[src/hdl/pcal_pkg.sv]
package pcal_pkg;

  // Fixed field widths.
  localparam int DataW     = 12;
  localparam int RegW      = 32;
  localparam int ScaleFrac = 16;
  localparam int RegIdxW   = 2;

  // Result of the average-times-scale product and its shifted form.
  localparam int ProdW = DataW + RegW;
  localparam int ShW   = ProdW - ScaleFrac;

  // Reset values of the calibration registers.
  localparam logic signed [RegW-1:0] ScaleReset    = 32'sh0001_0000;
  localparam logic signed [RegW-1:0] OffsetReset   = 32'sh0000_0000;
  localparam logic signed [RegW-1:0] RangeMinReset = 32'sh8000_0000;
  localparam logic signed [RegW-1:0] RangeMaxReset = 32'sh7fff_ffff;

  typedef enum logic [RegIdxW-1:0] {
    REG_SCALE     = 2'd0,
    REG_OFFSET    = 2'd1,
    REG_RANGE_MIN = 2'd2,
    REG_RANGE_MAX = 2'd3
  } reg_idx_e;

  typedef struct packed {
    logic signed [DataW-1:0] sample;
    logic                    device_ok;
  } in_item_t;

  typedef struct packed {
    logic signed [RegW-1:0] pressure;
    logic                   valid_res;
  } out_item_t;

  typedef struct packed {
    logic signed [RegW-1:0] scale;
    logic signed [RegW-1:0] offset;
    logic signed [RegW-1:0] range_min;
    logic signed [RegW-1:0] range_max;
  } calib_t;

  typedef struct packed {
    logic full;
    logic empty;
  } q_status_t;

endpackage

[src/hdl/pcal_front.sv]
module pcal_front import pcal_pkg::*; #(
  parameter int Samples = 8,
  parameter int SumW    = 15
) (
  input  logic                   clk_i,
  input  logic                   rst_ni,
  input  logic                   in_valid_i,
  output logic                   in_ready_o,
  input  in_item_t               in_item_i,
  input  logic                   q_full_i,
  output logic                   push_o,
  output logic signed [SumW-1:0] push_sum_o,
  output logic                   push_calc_o
);

  localparam int CntW = $clog2(Samples + 1);

  logic signed [DataW-1:0] ring_q [Samples];
  logic signed [SumW-1:0]  sum_q, sum_d;
  logic [CntW-1:0]         cnt_q, cnt_d;
  logic                    accept;
  logic                    take;

  assign in_ready_o = ~q_full_i;
  assign accept     = in_valid_i & in_ready_o;
  assign take       = accept & in_item_i.device_ok;

  // The ring is a shift line: the newest sample enters at the head and the
  // oldest one, which leaves the window, sits at the tail.
  always_comb begin
    sum_d = sum_q
          - {{(SumW-DataW){ring_q[Samples-1][DataW-1]}}, ring_q[Samples-1]}
          + {{(SumW-DataW){in_item_i.sample[DataW-1]}}, in_item_i.sample};
    cnt_d = (cnt_q == CntW'(Samples)) ? cnt_q : cnt_q + CntW'(1);
  end

  assign push_o      = accept;
  assign push_sum_o  = sum_d;
  assign push_calc_o = in_item_i.device_ok & (cnt_d == CntW'(Samples));

  always_ff @(posedge clk_i or negedge rst_ni) begin
    if (!rst_ni) begin
      for (int i = 0; i < Samples; i++) begin
        ring_q[i] <= '0;
      end
      sum_q <= '0;
      cnt_q <= '0;
    end else if (take) begin
      ring_q[0] <= in_item_i.sample;
      for (int i = 1; i < Samples; i++) begin
        ring_q[i] <= ring_q[i-1];
      end
      sum_q <= sum_d;
      cnt_q <= cnt_d;
    end
  end

endmodule

[src/hdl/pcal_queue.sv]
module pcal_queue import pcal_pkg::*; #(
  parameter int Width = 16
) (
  input  logic             clk_i,
  input  logic             rst_ni,
  input  logic             push_i,
  input  logic [Width-1:0] data_i,
  input  logic             pop_i,
  output logic [Width-1:0] data_o,
  output q_status_t        status_o
);

  // Two entries: one in flight and one absorbing a stall of the back end.
  logic [Width-1:0] mem_q [2];
  logic             wptr_q, rptr_q;
  logic [1:0]       cnt_q;

  assign data_o         = mem_q[rptr_q];
  assign status_o.full  = (cnt_q == 2'd2);
  assign status_o.empty = (cnt_q == 2'd0);

  always_ff @(posedge clk_i) begin
    if (push_i) begin
      mem_q[wptr_q] <= data_i;
    end
  end

  always_ff @(posedge clk_i or negedge rst_ni) begin
    if (!rst_ni) begin
      wptr_q <= 1'b0;
      rptr_q <= 1'b0;
      cnt_q  <= 2'd0;
    end else begin
      if (push_i) begin
        wptr_q <= ~wptr_q;
      end
      if (pop_i) begin
        rptr_q <= ~rptr_q;
      end
      if (push_i && !pop_i) begin
        cnt_q <= cnt_q + 2'd1;
      end else if (pop_i && !push_i) begin
        cnt_q <= cnt_q - 2'd1;
      end
    end
  end

endmodule

[src/hdl/pcal_back.sv]
module pcal_back import pcal_pkg::*; #(
  parameter int Samples = 8,
  parameter int SumW    = 15
) (
  input  logic                   clk_i,
  input  logic                   rst_ni,
  input  logic                   q_empty_i,
  input  logic signed [SumW-1:0] q_sum_i,
  input  logic                   q_calc_i,
  output logic                   pop_o,
  input  calib_t                 calib_i,
  output logic                   out_valid_o,
  input  logic                   out_ready_i,
  output out_item_t              out_item_o
);

  // Division by Samples as a multiply by a rounded-up reciprocal. With the
  // shift one log2 above the magnitude width the quotient is exact.
  localparam int Lg    = $clog2(Samples);
  localparam int MagW  = SumW;
  localparam int Shift = MagW + Lg;
  localparam int RecW  = MagW + 2;
  localparam int PW    = MagW + RecW;
  localparam longint unsigned RecipL =
      ((64'd1 << Shift) + longint'(Samples) - 64'd1) / longint'(Samples);
  localparam logic [RecW-1:0] Recip = RecW'(RecipL);

  logic adv;

  logic            s1_v_q, s1_calc_q, s1_neg_q;
  logic [PW-1:0]   s1_prod_q;
  logic            s2_v_q, s2_calc_q;
  logic signed [ProdW-1:0] s2_prod_q;
  logic            s3_v_q, s3_calc_q;
  logic signed [RegW-1:0]  s3_press_q;
  logic            out_v_q;
  out_item_t       out_item_q;

  logic [MagW-1:0]         mag;
  logic [DataW-1:0]        avg_mag;
  logic signed [DataW-1:0] avg;
  logic signed [ProdW-1:0] prod2;
  logic signed [ShW-1:0]   shifted;
  logic signed [RegW:0]    wide_sum;
  logic signed [RegW-1:0]  sat;
  out_item_t               res;

  // The whole pipe moves together whenever the output register can take.
  assign adv   = ~out_v_q | out_ready_i;
  assign pop_o = adv & ~q_empty_i;

  always_comb begin
    mag     = q_sum_i[SumW-1] ? MagW'(~q_sum_i + SumW'(1)) : MagW'(q_sum_i);
    avg_mag = s1_prod_q[Shift +: DataW];
    avg     = s1_neg_q ? -$signed(avg_mag) : $signed(avg_mag);
    prod2   = $signed({{RegW{avg[DataW-1]}}, avg})
            * $signed({{DataW{calib_i.scale[RegW-1]}}, calib_i.scale});
    // Arithmetic shift rounds toward minus infinity.
    shifted  = s2_prod_q[ProdW-1:ScaleFrac];
    wide_sum = {{(RegW+1-ShW){shifted[ShW-1]}}, shifted}
             + {calib_i.offset[RegW-1], calib_i.offset};
    if (wide_sum[RegW] != wide_sum[RegW-1]) begin
      sat = wide_sum[RegW] ? {1'b1, {(RegW-1){1'b0}}} : {1'b0, {(RegW-1){1'b1}}};
    end else begin
      sat = wide_sum[RegW-1:0];
    end
    res.pressure  = s3_calc_q ? s3_press_q : '0;
    res.valid_res = s3_calc_q & (s3_press_q >= calib_i.range_min)
                  & (s3_press_q <= calib_i.range_max);
  end

  always_ff @(posedge clk_i) begin
    if (adv) begin
      s1_calc_q  <= q_calc_i;
      s1_neg_q   <= q_sum_i[SumW-1];
      s1_prod_q  <= PW'(mag) * PW'(Recip);
      s2_calc_q  <= s1_calc_q;
      s2_prod_q  <= prod2;
      s3_calc_q  <= s2_calc_q;
      s3_press_q <= sat;
      out_item_q <= res;
    end
  end

  always_ff @(posedge clk_i or negedge rst_ni) begin
    if (!rst_ni) begin
      s1_v_q  <= 1'b0;
      s2_v_q  <= 1'b0;
      s3_v_q  <= 1'b0;
      out_v_q <= 1'b0;
    end else if (adv) begin
      s1_v_q  <= pop_o;
      s2_v_q  <= s1_v_q;
      s3_v_q  <= s2_v_q;
      out_v_q <= s3_v_q;
    end
  end

  assign out_valid_o = out_v_q;
  assign out_item_o  = out_item_q;

endmodule

[src/hdl/oversampled_pressure_calibrator_core.sv]
// Channel  | Direction | Handshake                  | Payload
// ---------+-----------+----------------------------+--------------------------------
// in       | input     | in_valid_i / in_ready_o    | in_item_i  (sample, device_ok)
// out      | output    | out_valid_o / out_ready_i  | out_item_o (pressure, valid_res)
// cfg      | input     | cfg_we_i (no wait)         | cfg_idx_i, cfg_data_i
//
// One transfer is taken per cycle while the queue has room, and one result is delivered
// per cycle while out_ready_i is high. A result passes through the queue and then
// the back-end pipe: reciprocal multiply, average times scale, shift with offset
// and saturation, and the output register.
// Reset clears the sample ring, the running sum and the fill count at once.
// A stall on the output freezes the back end; the two-entry queue keeps the
// front taking transfers until it fills, and in_ready_o then drops.
module oversampled_pressure_calibrator_core import pcal_pkg::*; #(
  parameter int SAMPLES = 8
) (
  input  logic               clk_i,
  input  logic               rst_ni,
  input  logic               in_valid_i,
  output logic               in_ready_o,
  input  in_item_t           in_item_i,
  output logic               out_valid_o,
  input  logic               out_ready_i,
  output out_item_t          out_item_o,
  input  logic               cfg_we_i,
  input  logic [RegIdxW-1:0] cfg_idx_i,
  input  logic [RegW-1:0]    cfg_data_i
);

  // The window sum spans Samples full-scale samples of either sign.
  localparam int SumW = DataW + $clog2(SAMPLES);
  localparam int QW   = SumW + 1;

  calib_t    calib_q;
  q_status_t q_status;

  logic                   push;
  logic signed [SumW-1:0] push_sum;
  logic                   push_calc;
  logic                   pop;
  logic [QW-1:0]          q_rd_data;

  // Calibration registers. The user must see that they are written only while the block
  // is idle, so the back end may read them directly; the block does not enforce this.
  always_ff @(posedge clk_i or negedge rst_ni) begin
    if (!rst_ni) begin
      calib_q.scale     <= ScaleReset;
      calib_q.offset    <= OffsetReset;
      calib_q.range_min <= RangeMinReset;
      calib_q.range_max <= RangeMaxReset;
    end else if (cfg_we_i) begin
      case (reg_idx_e'(cfg_idx_i))
        REG_SCALE:     calib_q.scale     <= cfg_data_i;
        REG_OFFSET:    calib_q.offset    <= cfg_data_i;
        REG_RANGE_MIN: calib_q.range_min <= cfg_data_i;
        REG_RANGE_MAX: calib_q.range_max <= cfg_data_i;
        default: ;
      endcase
    end
  end

  // The front end updates the window and marks whether a pressure is due.
  pcal_front #(
    .Samples (SAMPLES),
    .SumW    (SumW)
  ) u_front (
    .clk_i       (clk_i),
    .rst_ni      (rst_ni),
    .in_valid_i  (in_valid_i),
    .in_ready_o  (in_ready_o),
    .in_item_i   (in_item_i),
    .q_full_i    (q_status.full),
    .push_o      (push),
    .push_sum_o  (push_sum),
    .push_calc_o (push_calc)
  );

  pcal_queue #(
    .Width (QW)
  ) u_queue (
    .clk_i    (clk_i),
    .rst_ni   (rst_ni),
    .push_i   (push),
    .data_i   ({push_calc, push_sum}),
    .pop_i    (pop),
    .data_o   (q_rd_data),
    .status_o (q_status)
  );

  // The back end turns the window sum into a calibrated, range-checked result.
  pcal_back #(
    .Samples (SAMPLES),
    .SumW    (SumW)
  ) u_back (
    .clk_i       (clk_i),
    .rst_ni      (rst_ni),
    .q_empty_i   (q_status.empty),
    .q_sum_i     (q_rd_data[SumW-1:0]),
    .q_calc_i    (q_rd_data[SumW]),
    .pop_o       (pop),
    .calib_i     (calib_q),
    .out_valid_o (out_valid_o),
    .out_ready_i (out_ready_i),
    .out_item_o  (out_item_o)
  );

  // A result flagged valid must lie inside the configured range.
  assert property (@(posedge clk_i) disable iff (!rst_ni)
    out_valid_o && out_item_o.valid_res |->
      (out_item_o.pressure >= calib_q.range_min) &&
      (out_item_o.pressure <= calib_q.range_max))
    else $error("valid result outside the configured range");

  // The queue can only fill up behind a result that waits on the output.
  assert property (@(posedge clk_i) disable iff (!rst_ni)
    q_status.full |-> out_valid_o)
    else $error("queue full while the output holds no result");

  // A full queue that was not popped had a stalled output on the cycle before.
  assert property (@(posedge clk_i) disable iff (!rst_ni)
    q_status.full && $past(q_status.full) |-> $past(out_valid_o && !out_ready_i))
    else $error("queue stayed full although the output advanced");

endmodule

[config.mk]
export PLATFORM = sky130hd
export DESIGN_NAME = oversampled_pressure_calibrator_core
export DESIGN_NICKNAME = d
export VERILOG_FILES = /design/src/hdl/pcal_pkg.sv /design/src/hdl/pcal_front.sv /design/src/hdl/pcal_queue.sv /design/src/hdl/pcal_back.sv /design/src/hdl/oversampled_pressure_calibrator_core.sv
export SDC_FILE = /design/constraint.sdc
export NUM_CORES = 2
export LEC_CHECK = 0
export ABC_CLOCK_PERIOD_IN_PS = 9200
export BUFFER_PORTS_ARGS = -buffer_cell sky130_fd_sc_hd__buf_2
export CAP_MARGIN = 30
export CORE_MARGIN = 2
export CORE_UTILIZATION = 55
export CTS_CLUSTER_DIAMETER = 80
export CTS_CLUSTER_SIZE = 40
export DETAILED_ROUTE_END_ITERATION = 16
export GPL_TIMING_DRIVEN = 0
export HOLD_SLACK_MARGIN = 0.15
export PLACE_DENSITY = 0.73
export SETUP_SLACK_MARGIN = 0.15
export SYNTH_ARGS = -nofsm -noshare
export SYNTH_HDL_FRONTEND = slang
export SYNTH_HIERARCHICAL = 1
export SYNTH_SLANG_ARGS = --single-unit
[constraint.sdc]
create_clock -name clk_i -period 9.2 [get_ports clk_i]
set_input_delay 0.92 -clock clk_i [delete_from_list [all_inputs] [get_ports clk_i]]
set_output_delay 0.92 -clock clk_i [all_outputs]
set_load 0.01 [all_outputs]
==> qor.yml <==
synthesis:
  synth_edf_count: 141
  post-synth-top-area-cell: "fa_1"
  yosysSeqAreaShare_pct: 32.7
  yosysUniqueCellTypes: 93
  syn_area_per_cell_um2: 10.2
  synth_fp_nets: 3787
  synthFlopType: "dfrtp_1"
  async_flop_share_pct: 64.0
  yosys_register_bits: 392
  syn-instance-count: 3180
  syn-cell-area_um2: 32300
  yosys_warnings: 6
  synth_top_area_share_pct: 21.7
  synth.area.top_cells: "fa_1 22%, dfrtp_1 17%, edfxtp_1 13%, ha_1 7.9%, nand2_1 6.8%"
routing:
  vias: 22000
  wire_per_inst_um: 17.9
  firstDrtPassIters: 5
  postRouteAntennaNets: 0
  drtIter0Drc: 1584
  via_per_inst: 5.40
  route.detailed.drc: 0
  routed_wl_um: 72900
global_route:
  antenna_found_initial: 0
  overflow: 0
  gr-usage-met1_pct: 32.1
  grt.total_usage_pct: 24.7
  grt_use_met3_pct: 3.03
  grt_max_degree: 118
  grt_pass1_vias: 22200
  busiest_layer: "met2"
  grt_use_met2_pct: 43.2
  grt_pass1_wl_um: 117000
timing:
  tns_ns: 0
  min_period_over_period_pct: 92.5
  slew_headroom_pct: 36.9
  drv_slew: 0
  finalClockSkew_ns: 0.0710
  max_freq_mhz: 118
  worst_slew_pin_slew_ns: 0.940
  fin_crit_ns: 8.51
  finalSetupViolCount: 0
  finalHoldViolations: 0
  rsz0062_at_grt: "false"
place:
  dp_hpwl_um: 59000
  port_buffers: 86
  gp_congestion: 0.911
die:
  row_count: 88
  fp.dieH_um: 246
  start_util_pct: 55.8
  io_pins: 87
  core_area_um2: 57900
  dieArea_um2: 60700
  die_w_um: 246
clock_network:
  cts_buffers: 21
  post-cts-setup-buffers: 0
  ctsResizeCount: 0
  postCtsHoldBufs: 0
  root_buffer: "clkbuf_16"
  cts_sinks: 392
  htree_levels: 1
  cts_tree: "done"
  clk_pin_slew_ns: 0.13
  clock_latency_ns: 0.58
  cts_buffer_depth: 3
worst_setup_path:
  crit_type: "flip-flop to flip-flop"
  crit_required_ns: 9.47
  r2r_end: "u_back/s2_prod_q[34]"
  cp_max_fo: 10
  cp-end-kind: "flip-flop"
  r2r_cells: 24
  cp.arrival_ns: 8.77
  r2r_slack_ns: 0.69
  start_kind: "flip-flop"
  r2r-start: "u_back/s1_prod_q[18]"
finish:
  final_common_cell: "nand2_1"
  synthToLayoutAreaGrowth_pct: 7.44
  drive_gt1_share_pct: 12.4
  final_cell_mix: "589 x nand2_1, 542 x inv_1, 351 x fa_1, 218 x dfrtp_1, 204 x ha_1"
  layout.nets: 3907
outcome:
  status: "finished clean"
worst_hold_path:
  hold_path.class: "primary input to asynchronous set/reset pin"
run:
  maxCapViolations: 0
==> final cells by class <==
class | count | area, um2
clock buffer | 22 | 529
inverter | 544 | 2040
tap | 765 | 957
buffer | 130 | 582
clock inverter | 16 | 334
multi-input combinational | 2114 | 19100
antenna | 1 | 2.50
sequential | 392 | 10600
fill | 4865 | 23200
timing repair buffer | 97 | 581
==> layer usage <==
layer  vias up  wire length [um]
met5         -                 0
met3       112              3840
met2       539             36600
met4         0              2410
met1     11000             30100
li1      10400                 -
==> flip-flops by register name, indices dropped and copies added, names as in the netlist <==
signal and cells:
u_back/out_item_o 33, u_back/s1_calc_q 1, u_front/sum_q 15, u_back/s2_prod_q 28
u_back/s1_prod_q 12, u_back/s3_calc_q 1, u_queue/wptr_q 1, u_queue/cnt_q 2
u_back/s3_v_q 1, u_back/s1_v_q 1, u_back/out_valid_o 1, u_queue/mem_q 32
u_back/s1_neg_q 1, u_front/ring_q 96, u_back/s2_calc_q 1, u_queue/rptr_q 1
u_back/s3_press_q 32, u_back/s2_v_q 1, calib_q 128, u_front/cnt_q 4
==> worst max-delay path by stage <==
stage                          from                    to  depth (start not counted)
3_5_place_dp   u_back/s1_prod_q[23]  u_back/s2_prod_q[37]                         23
5_1_grt        u_back/s1_prod_q[18]  u_back/s2_prod_q[34]                         25
2_1_floorplan  u_back/s1_prod_q[23]  u_back/s2_prod_q[37]                         22
6_report       u_back/s1_prod_q[18]  u_back/s2_prod_q[34]                         24
3_3_place_gp   u_back/s1_prod_q[23]  u_back/s2_prod_q[37]                         22
4_1_cts        u_back/s1_prod_q[23]  u_back/s2_prod_q[34]                         20
==> synthesized netlist by cell type (all sizes together), types with 40 or more instances <==
master  number
nand2      589
inv        544
fa         351
dfrtp      218
ha         204
mux2       152
edfxtp     141
and2       108
clkbuf      97
a21oi       83
xnor2       73
o21ai       71
nor2        69
a21o        57
nor2b       40
==> cells by family (layout without fill, tap and decap cells) <==
family                   count (synthesis)  after routing  share of synthesized area (%)
AND/OR/NAND/NOR                        935            935                           13.1
buffers and inverters                  674            809                           8.12
adder cells (fa/ha/maj)                586            586                           30.7
flip-flops                             392            392                           32.7
AO/OA/AOI/OAI                          333            333                           7.07
multiplexers                           155            155                           5.50
XOR/XNOR                               105            105                           2.87
other                                    0              1                              0
==> critical path, cell delays in order (launching register included) <==
cell and delay [ns]:
edfxtp_1 0.35, clkbuf_1 0.42, inv_1 0.13, ha_1 0.24, nand2b_1 0.17, xnor2_1 0.65, clkbuf_1 0.55, nand2_1 0.15
fa_1 0.53, inv_1 0.05, ha_1 0.29, fa_1 0.51, inv_1 0.05, fa_1 0.52, inv_1 0.06, fa_1 0.49
ha_1 0.32, a21o_1 0.18, a21o_1 0.22, o31ai_2 0.60, o21ai_1 0.30, o31a_1 0.44, a211oi_2 0.40, nor2_1 0.09
a2111oi_0 0.47
==> through the flow <==
stage                     area (um2)  setup slack (ns)  cells  hold WS (ns)  util [%]
after floorplan                32300              2.11   3180         0.400         -
after global placement         33700             0.522   4031         0.402      58.2
after detailed placement       33900             0.910   4042         0.439      58.5
after CTS                      34700             0.846   4080         0.235      60.0
after global routing           34700             0.373   4080         0.246      60.0
final                          34700             0.692   4081         0.237      60.0
Power is left out: the tool's default activity adds up to more than one toggle a clock period on the data nets, which glitch-free logic cannot reach.
